$ cat src/design/far_pkg.sv
// ----------------------------------------------------------------------------
// far_pkg: shared types and constants of the reduced fraction adder.
// Holds the output field widths, the default operand width, the work width,
// the sequencer states and the divider request and answer types.
// ----------------------------------------------------------------------------
package far_pkg;

  localparam int OperandWidthDefault = 16;
  localparam int NumOutWidth = 33;
  localparam int DenOutWidth = 32;
  // Internal arithmetic width. The common denominator needs two operand widths,
  // and a scaled sum needs one more bit than a scaled numerator.
  localparam int WorkWidth = 64;

  typedef enum logic [3:0] {
    ST_IDLE,
    ST_GCD1,
    ST_LCM_DIV,
    ST_LCM_MUL,
    ST_Q1,
    ST_T1,
    ST_Q2,
    ST_T2,
    ST_SUM,
    ST_GCD2,
    ST_RED_NUM,
    ST_RED_DEN,
    ST_DONE
  } state_t;

  // Request to the shared divider and its answer.
  typedef struct packed {
    logic                 start;
    logic [WorkWidth-1:0] dividend;
    logic [WorkWidth-1:0] divisor;
  } div_req_t;

  typedef struct packed {
    logic                 done;
    logic [WorkWidth-1:0] quotient;
    logic [WorkWidth-1:0] remainder;
  } div_rsp_t;

endpackage

$ cat src/design/fraction_adder_reduced_core.sv
// ----------------------------------------------------------------------------
// fraction_adder_reduced_core: adds two fractions and reduces the sum.
//
//   channel  | signals                                         | direction
//   request  | start, first_/second_numerator/denominator; busy is out | in
//   result   | done, sum_numerator, sum_denominator, status    | out
//
// Every remainder, quotient and reduction step goes through one shared
// divider, and the two Euclid loops take one division per iteration (up to
// about 25 for the denominators and about 47 for the reduction).
// A zero denominator skips the arithmetic and answers with status set.
// busy is high from the accepted request and is low again by the done strobe.
// Reset is synchronous and returns the sequencer to idle.
// Results appear for one cycle on done; the receiver cannot stall them.
// ----------------------------------------------------------------------------
module fraction_adder_reduced_core #(
  parameter int OPERAND_WIDTH = far_pkg::OperandWidthDefault
) (
  input  logic                                clk,
  input  logic                                rst,
  input  logic                                start,
  output logic                                busy,
  input  logic signed [OPERAND_WIDTH-1:0]     first_numerator,
  input  logic        [OPERAND_WIDTH-1:0]     first_denominator,
  input  logic signed [OPERAND_WIDTH-1:0]     second_numerator,
  input  logic        [OPERAND_WIDTH-1:0]     second_denominator,
  output logic                                done,
  output logic signed [far_pkg::NumOutWidth-1:0] sum_numerator,
  output logic        [far_pkg::DenOutWidth-1:0] sum_denominator,
  output logic                                status
);

  localparam int W = far_pkg::WorkWidth;
  localparam int OW = OPERAND_WIDTH;
  // Every product has factors of at most one operand width.
  localparam int MW = W / 2;

  far_pkg::state_t state, state_next;
  far_pkg::div_req_t req;
  far_pkg::div_rsp_t rsp;

  logic [W-1:0] d1, d2, mag1, mag2;
  logic         neg1, neg2;
  logic [W-1:0] ga, gb;     // Euclid operands
  logic [W-1:0] lcm, t1, t2, smag;
  logic         sneg;
  logic         err;
  logic         issued;     // a division request is in flight

  logic [MW-1:0] mul_a, mul_b;
  logic [W-1:0]  mul_p;

  assign mul_p = mul_a * mul_b;

  far_divider u_div (
    .clk (clk),
    .rst (rst),
    .req (req),
    .rsp (rsp)
  );

  always_ff @(posedge clk) begin
    if (rst) state <= far_pkg::ST_IDLE;
    else     state <= state_next;
  end

  // Next state, divider requests and multiplier operands.
  always_comb begin
    state_next   = state;
    req.start    = 1'b0;
    req.dividend = ga;
    req.divisor  = gb;
    mul_a        = '0;
    mul_b        = '0;
    unique case (state)
      far_pkg::ST_IDLE: begin
        if (start) state_next = far_pkg::ST_GCD1;
      end
      far_pkg::ST_GCD1, far_pkg::ST_GCD2: begin
        if (err) state_next = far_pkg::ST_DONE;
        else if (!issued && gb == '0) begin
          state_next = (state == far_pkg::ST_GCD1) ? far_pkg::ST_LCM_DIV
                                                   : far_pkg::ST_RED_NUM;
        end else begin
          req.start = !issued;
        end
      end
      far_pkg::ST_LCM_DIV: begin
        req.dividend = d1;
        req.divisor  = ga;
        req.start    = !issued;
        if (rsp.done) state_next = far_pkg::ST_LCM_MUL;
      end
      far_pkg::ST_LCM_MUL: begin
        state_next = far_pkg::ST_Q1;
      end
      far_pkg::ST_Q1, far_pkg::ST_Q2: begin
        req.dividend = lcm;
        req.divisor  = (state == far_pkg::ST_Q1) ? d1 : d2;
        req.start    = !issued;
        if (rsp.done) state_next = (state == far_pkg::ST_Q1) ? far_pkg::ST_T1
                                                           : far_pkg::ST_T2;
      end
      far_pkg::ST_T1: begin
        mul_a = MW'(mag1); mul_b = MW'(t1);
        state_next = far_pkg::ST_Q2;
      end
      far_pkg::ST_T2: begin
        mul_a = MW'(mag2); mul_b = MW'(t2);
        state_next = far_pkg::ST_SUM;
      end
      far_pkg::ST_SUM: begin
        state_next = far_pkg::ST_GCD2;
      end
      far_pkg::ST_RED_NUM: begin
        req.dividend = smag;
        req.divisor  = ga;
        req.start    = !issued;
        if (rsp.done) state_next = far_pkg::ST_RED_DEN;
      end
      far_pkg::ST_RED_DEN: begin
        req.dividend = lcm;
        req.divisor  = ga;
        req.start    = !issued;
        if (rsp.done) state_next = far_pkg::ST_DONE;
      end
      far_pkg::ST_DONE: begin
        state_next = far_pkg::ST_IDLE;
      end
      default: state_next = far_pkg::ST_IDLE;
    endcase
    if (state == far_pkg::ST_LCM_MUL) begin
      mul_a = MW'(t1); mul_b = MW'(d2);
    end
  end

  always_ff @(posedge clk) begin
    if (rst) begin
      issued <= 1'b0;
      done   <= 1'b0;
    end else begin
      done <= (state == far_pkg::ST_DONE);
      if (req.start) issued <= 1'b1;
      else if (rsp.done) issued <= 1'b0;
    end
  end

  // Datapath registers.
  always_ff @(posedge clk) begin
    unique case (state)
      far_pkg::ST_IDLE: begin
        if (start) begin
          d1   <= W'(first_denominator);
          d2   <= W'(second_denominator);
          ga   <= W'(first_denominator);
          gb   <= W'(second_denominator);
          neg1 <= first_numerator[OW-1];
          neg2 <= second_numerator[OW-1];
          mag1 <= W'($unsigned(first_numerator[OW-1] ? OW'(-first_numerator)
                                                     : first_numerator));
          mag2 <= W'($unsigned(second_numerator[OW-1] ? OW'(-second_numerator)
                                                      : second_numerator));
          err  <= (first_denominator == '0) || (second_denominator == '0);
        end
      end
      far_pkg::ST_GCD1, far_pkg::ST_GCD2: begin
        if (rsp.done) begin
          ga <= gb;
          gb <= rsp.remainder;
        end
      end
      far_pkg::ST_LCM_DIV: if (rsp.done) t1 <= rsp.quotient;
      far_pkg::ST_LCM_MUL: lcm <= mul_p;
      far_pkg::ST_Q1: if (rsp.done) t1 <= rsp.quotient;
      far_pkg::ST_Q2: if (rsp.done) t2 <= rsp.quotient;
      far_pkg::ST_T1: t1 <= mul_p;
      far_pkg::ST_T2: t2 <= mul_p;
      far_pkg::ST_SUM: begin
        if (neg1 == neg2) begin
          smag <= t1 + t2; sneg <= neg1;
          ga   <= t1 + t2;
        end else if (t1 >= t2) begin
          smag <= t1 - t2; sneg <= neg1;
          ga   <= t1 - t2;
        end else begin
          smag <= t2 - t1; sneg <= neg2;
          ga   <= t2 - t1;
        end
        gb <= lcm;
      end
      far_pkg::ST_RED_NUM: if (rsp.done) smag <= rsp.quotient;
      far_pkg::ST_RED_DEN: if (rsp.done) lcm <= rsp.quotient;
      far_pkg::ST_DONE: begin
        if (smag == '0) sneg <= 1'b0;
      end
      default: ;
    endcase
  end

  // A zero sum divides lcm by itself, which gives the 0/1 form directly.
  assign busy            = (state != far_pkg::ST_IDLE);
  assign status          = err;
  assign sum_numerator   = err ? '0 : (sneg ? -smag[far_pkg::NumOutWidth-1:0]
                                            : smag[far_pkg::NumOutWidth-1:0]);
  assign sum_denominator = err ? '0 : lcm[far_pkg::DenOutWidth-1:0];

  a_busy_on_start: assert property (@(posedge clk) disable iff (rst)
    start && !busy |=> busy) else $error("busy did not rise after request");
  a_done_pulse: assert property (@(posedge clk) disable iff (rst)
    done |=> !done) else $error("done held longer than one cycle");
  a_done_idle: assert property (@(posedge clk) disable iff (rst)
    done |-> !busy) else $error("done while busy");

endmodule

$ cat src/design/far_divider.sv
// ----------------------------------------------------------------------------
// far_divider: shared restoring divider.
// Produces one quotient bit per cycle. The divisor must be nonzero.
// ----------------------------------------------------------------------------
module far_divider (
  input  logic               clk,
  input  logic               rst,
  input  far_pkg::div_req_t  req,
  output far_pkg::div_rsp_t  rsp
);

  localparam int W = far_pkg::WorkWidth;
  localparam int CW = $clog2(W + 1);

  logic         busy;
  logic [CW-1:0] count;
  logic [W-1:0] quo;
  logic [W-1:0] rem;
  logic [W-1:0] dvs;
  logic         done;

  logic [W:0]   trial;
  logic [W:0]   shifted;

  always_comb begin
    shifted = {rem, quo[W-1]};
    trial   = shifted - {1'b0, dvs};
  end

  always_ff @(posedge clk) begin
    if (rst) begin
      busy  <= 1'b0;
      done  <= 1'b0;
      count <= '0;
    end else begin
      done <= 1'b0;
      if (req.start && !busy) begin
        busy  <= 1'b1;
        count <= CW'(W);
        quo   <= req.dividend;
        rem   <= '0;
        dvs   <= req.divisor;
      end else if (busy) begin
        // Trial subtract; the borrow bit decides the quotient bit.
        if (!trial[W]) begin
          rem <= trial[W-1:0];
          quo <= {quo[W-2:0], 1'b1};
        end else begin
          rem <= shifted[W-1:0];
          quo <= {quo[W-2:0], 1'b0};
        end
        count <= count - 1'b1;
        if (count == CW'(1)) begin
          busy <= 1'b0;
          done <= 1'b1;
        end
      end
    end
  end

  assign rsp.done      = done;
  assign rsp.quotient  = quo;
  assign rsp.remainder = rem;

endmodule

$ cat config.mk
export PLATFORM = sky130hd
export DESIGN_NAME = fraction_adder_reduced_core
export DESIGN_NICKNAME = d
export VERILOG_FILES = /design/src/design/far_pkg.sv /design/src/design/fraction_adder_reduced_core.sv /design/src/design/far_divider.sv
export SDC_FILE = /design/constraint.sdc
export NUM_CORES = 2
export LEC_CHECK = 0
export BUFFER_PORTS_ARGS = -buffer_cell sky130_fd_sc_hd__buf_2
export CAP_MARGIN = 20
export CORE_UTILIZATION = 45
export CTS_BUF_LIST = sky130_fd_sc_hd__clkbuf_8
export CTS_CLUSTER_SIZE = 12
export DETAILED_ROUTE_END_ITERATION = 8
export SKIP_CTS_REPAIR_TIMING = 1
export SYNTH_ARGS = -nofsm -noshare
export SYNTH_HDL_FRONTEND = slang
export SYNTH_HIERARCHICAL = 1
export SYNTH_SLANG_ARGS = --single-unit
export TNS_END_PERCENT = 10
$ cat constraint.sdc
create_clock -name clk -period 49.6 [get_ports clk]
set_input_delay 9.92 -clock clk [delete_from_list [all_inputs] [get_ports clk]]
set_output_delay 9.92 -clock clk [all_outputs]
set_load 0.01 [all_outputs]
==> reports/qor.txt <==
FILL cells: 16300
unrepaired setup endpoints after global routing: false
Cell variety after synth: 87
dpl cell area: 0.0812 mm²
Setup Crit Path Kind: reg2out
Async SR Flop Fraction: 0%
first-pass GRT wire length: 422 mm
Overall Global Routing Usage: 32.7%
layout cells sized above 1: 6.09%
element type at the critical path end: primary output
Final min period: 14.75 ns
Post-synth EDFFs: 644
Reg area: 0.0196 mm²
leakage power: 37.9 nW
clock tree root buffer cell: clkbuf_8
Final Max Tran Viols: 0
Die X: 416 µm
H-tree levels: 3
Post-Route WL: 284 mm
number of global-route vias before repair: 64700
Worst-Margin Slew: 1.17 ns
CTS Buf Count: 116
Mapped Cells: 8509
final net count: 10200
Vias/cell: 5.93
Reg clk slew, reported paths: 0.07 ns
Vias: 65600
Final Cell Area: 0.0835 mm²
drc violations: 0
initial drt markers: 7389
max_slew headroom: 20.2%
Final HPWL DP: 229 mm
Die Y: 416 µm
Post-Place Worst Slack: 35.79 ns
clk buf depth: 3
DRT Pass-1 Iters: 8
YS warnings: 6
Worst VDD drop: 0.191 mV
hold crit path type: reg2reg
GPL Wtd Cong: 0.981
Worst Path Required: 39.68 ns
largest net degree at the start of global routing: 129
Area Growth Syn to Fin: 8.35%
footprint of the multi-input gates: 0.0524 mm²
CTS sink cnt: 659
final period utilization: 29.7%
Post-DRT Antenna Nets: 0
CP Max Fanout: 5
Clock Latency Late Sink: 0.90 ns
Initial Util: 45.4%
placeable core area: 0.170 mm²
gr ovfl total: 0
Synth Flop Type: edfxtp_1
mapped cell area: 0.0771 mm²
slack of the critical path: 34.85 ns
Die ar.: 0.173 mm²
Startpoint Class: register
Max Cap Viol: 0
flops & latches, synth: 659
PwrDens: 66.9 mW/mm²
Peak Freq: 67.8 MHz
sequential share of the synthesized area: 25.5%
row cnt: 151
initial antenna violation count: 14
routed length per instance: 25.7 µm
IO Pins: 135
TritonCTS clock tree: yes
IO buf count: 134
Worst Clk Skew: 0.0713 ns
Critical Path AT: 4.83 ns
final hold viol count: 0
setup_tns: 0 ns
average cell area after synthesis: 9.06 µm²
status: complete, no violations
final setup fails: 0
-- synthesized netlist by cell type (all sizes together) (95+ instances only) --
cell type     n  share of area [%]
inv        1207                5.9
edfxtp      644                 25
nor2        730                3.6
clkbuf      367                1.8
xor2         95                1.1
xnor2       147                1.7
nand2      1112                5.4
a21oi       432                2.8
and3        183                1.5
fa          900                 23
a22o        129                1.5
a21o        122                1.2
o21ai       509                3.3
ha          522                8.5
-- registers in the layout, summed over array words and instances, names as in the netlist --
signal,cells
issued,1
d1,16
status,1
gb,64
u_div/quo,64
mag1,16
state,4
t1,64
smag,64
u_div/busy,1
neg1,1
u_div/done,1
lcm,64
sneg,1
u_div/count,7
done,1
ga,64
t2,64
u_div/rem,64
u_div/dvs,64
neg2,1
d2,16
mag2,16
-- final timing paths --
kind	slack, ns	cells past startpoint	startpoint	end
worst max-delay path	34.85	12	smag[0]	sum_numerator[31]
worst min-delay path	0.46	1	issued	issued
worst max register to register	37.89	34	state[1]	t1[50]
worst min register to register	0.46	1	issued	issued
-- cell type report --
type,instances,area share [%]
antenna,10,0.0300
clock buffer,116,1.91
clock inverter,95,0.786
inverter,1208,5.43
multi-input combinational,6456,62.7
sequential,659,23.5
tap,2218,3.32
timing repair buffer,296,2.28
-- cells by family (layout without fill, tap and decap cells) --
group | Yosys count | after routing | synth area share, %
compound gates | 1863 | 1863 | 15.8
xor+xnor | 242 | 242 | 2.77
fa+ha+maj | 1422 | 1422 | 31.8
buf+inv | 1648 | 1715 | 8.12
flops | 659 | 659 | 25.5
mux | 79 | 79 | 1.06
other cells | 2 | 266 | 0.00974
simple gates | 2594 | 2594 | 14.9
-- placed cells by master (no fill, tap or decap), types with 71 or more instances in the layout --
master / synthesis / final
a21o_1: 122 / 122
a21oi_1: 431 / 430
a222oi_1: 85 / 85
a22o_1: 129 / 129
and3_1: 183 / 181
buf_2: 31 / 136
buf_4: 4 / 157
clkbuf_8: 0 / 116
conb_1: 2 / 256
edfxtp_1: 644 / 644
fa_1: 900 / 900
ha_1: 522 / 522
inv_1: 1202 / 1237
nand2_1: 1112 / 1108
nand3_1: 88 / 86
nand4_1: 90 / 90
nor2_1: 729 / 721
nor3_1: 77 / 73
nor4_1: 74 / 74
o21ai_0: 346 / 339
o21ai_1: 163 / 166
o21bai_1: 71 / 71
xnor2_1: 146 / 145
xor2_1: 95 / 94
-- through the flow --
stage | std cells | utilization, % | power [W] | hold slack [ns]
2_1_floorplan | 8763 | - | 0.00360 | 0.433
3_3_place_gp | 10800 | 47.9 | 0.00458 | 0.446
3_5_place_dp | 10800 | 47.9 | 0.00460 | 0.454
4_1_cts | 11000 | 49.2 | 0.00514 | 0.466
5_1_grt | 11100 | 49.2 | 0.00599 | 0.500
6_report | 11100 | 49.2 | 0.00559 | 0.464
-- worst max-delay path: stages (launching register included) --
cell	delay [ns]
edfxtp_1	0.42
or2_1	0.27
or4_1	0.42
or2_1	0.26
nand2b_1	0.19
or4_1	0.56
or3_1	0.46
nor2_1	0.13
nand2_1	0.11
o31ai_1	0.32
xor2_1	0.11
nor2_1	0.45
buf_2	0.23
-- routing by layer --
metal | global-route usage, % | wire [µm]
met1 | 48.4 | 126000
met2 | 48.2 | 121000
met3 | 5.11 | 26600
met4 | 11.9 | 10900
met5 | 0 | 67
-- where the power goes --
| group | internal [W] | switching, W | total (W) |
|---|---|---|---|
| registers | 0.000985 | 0.000182 | 0.00117 |
| clock network | 0.000261 | 0.000254 | 0.000515 |
| logic | 0.00125 | 0.00266 | 0.00391 |
(Power assumes the default switching activity.)
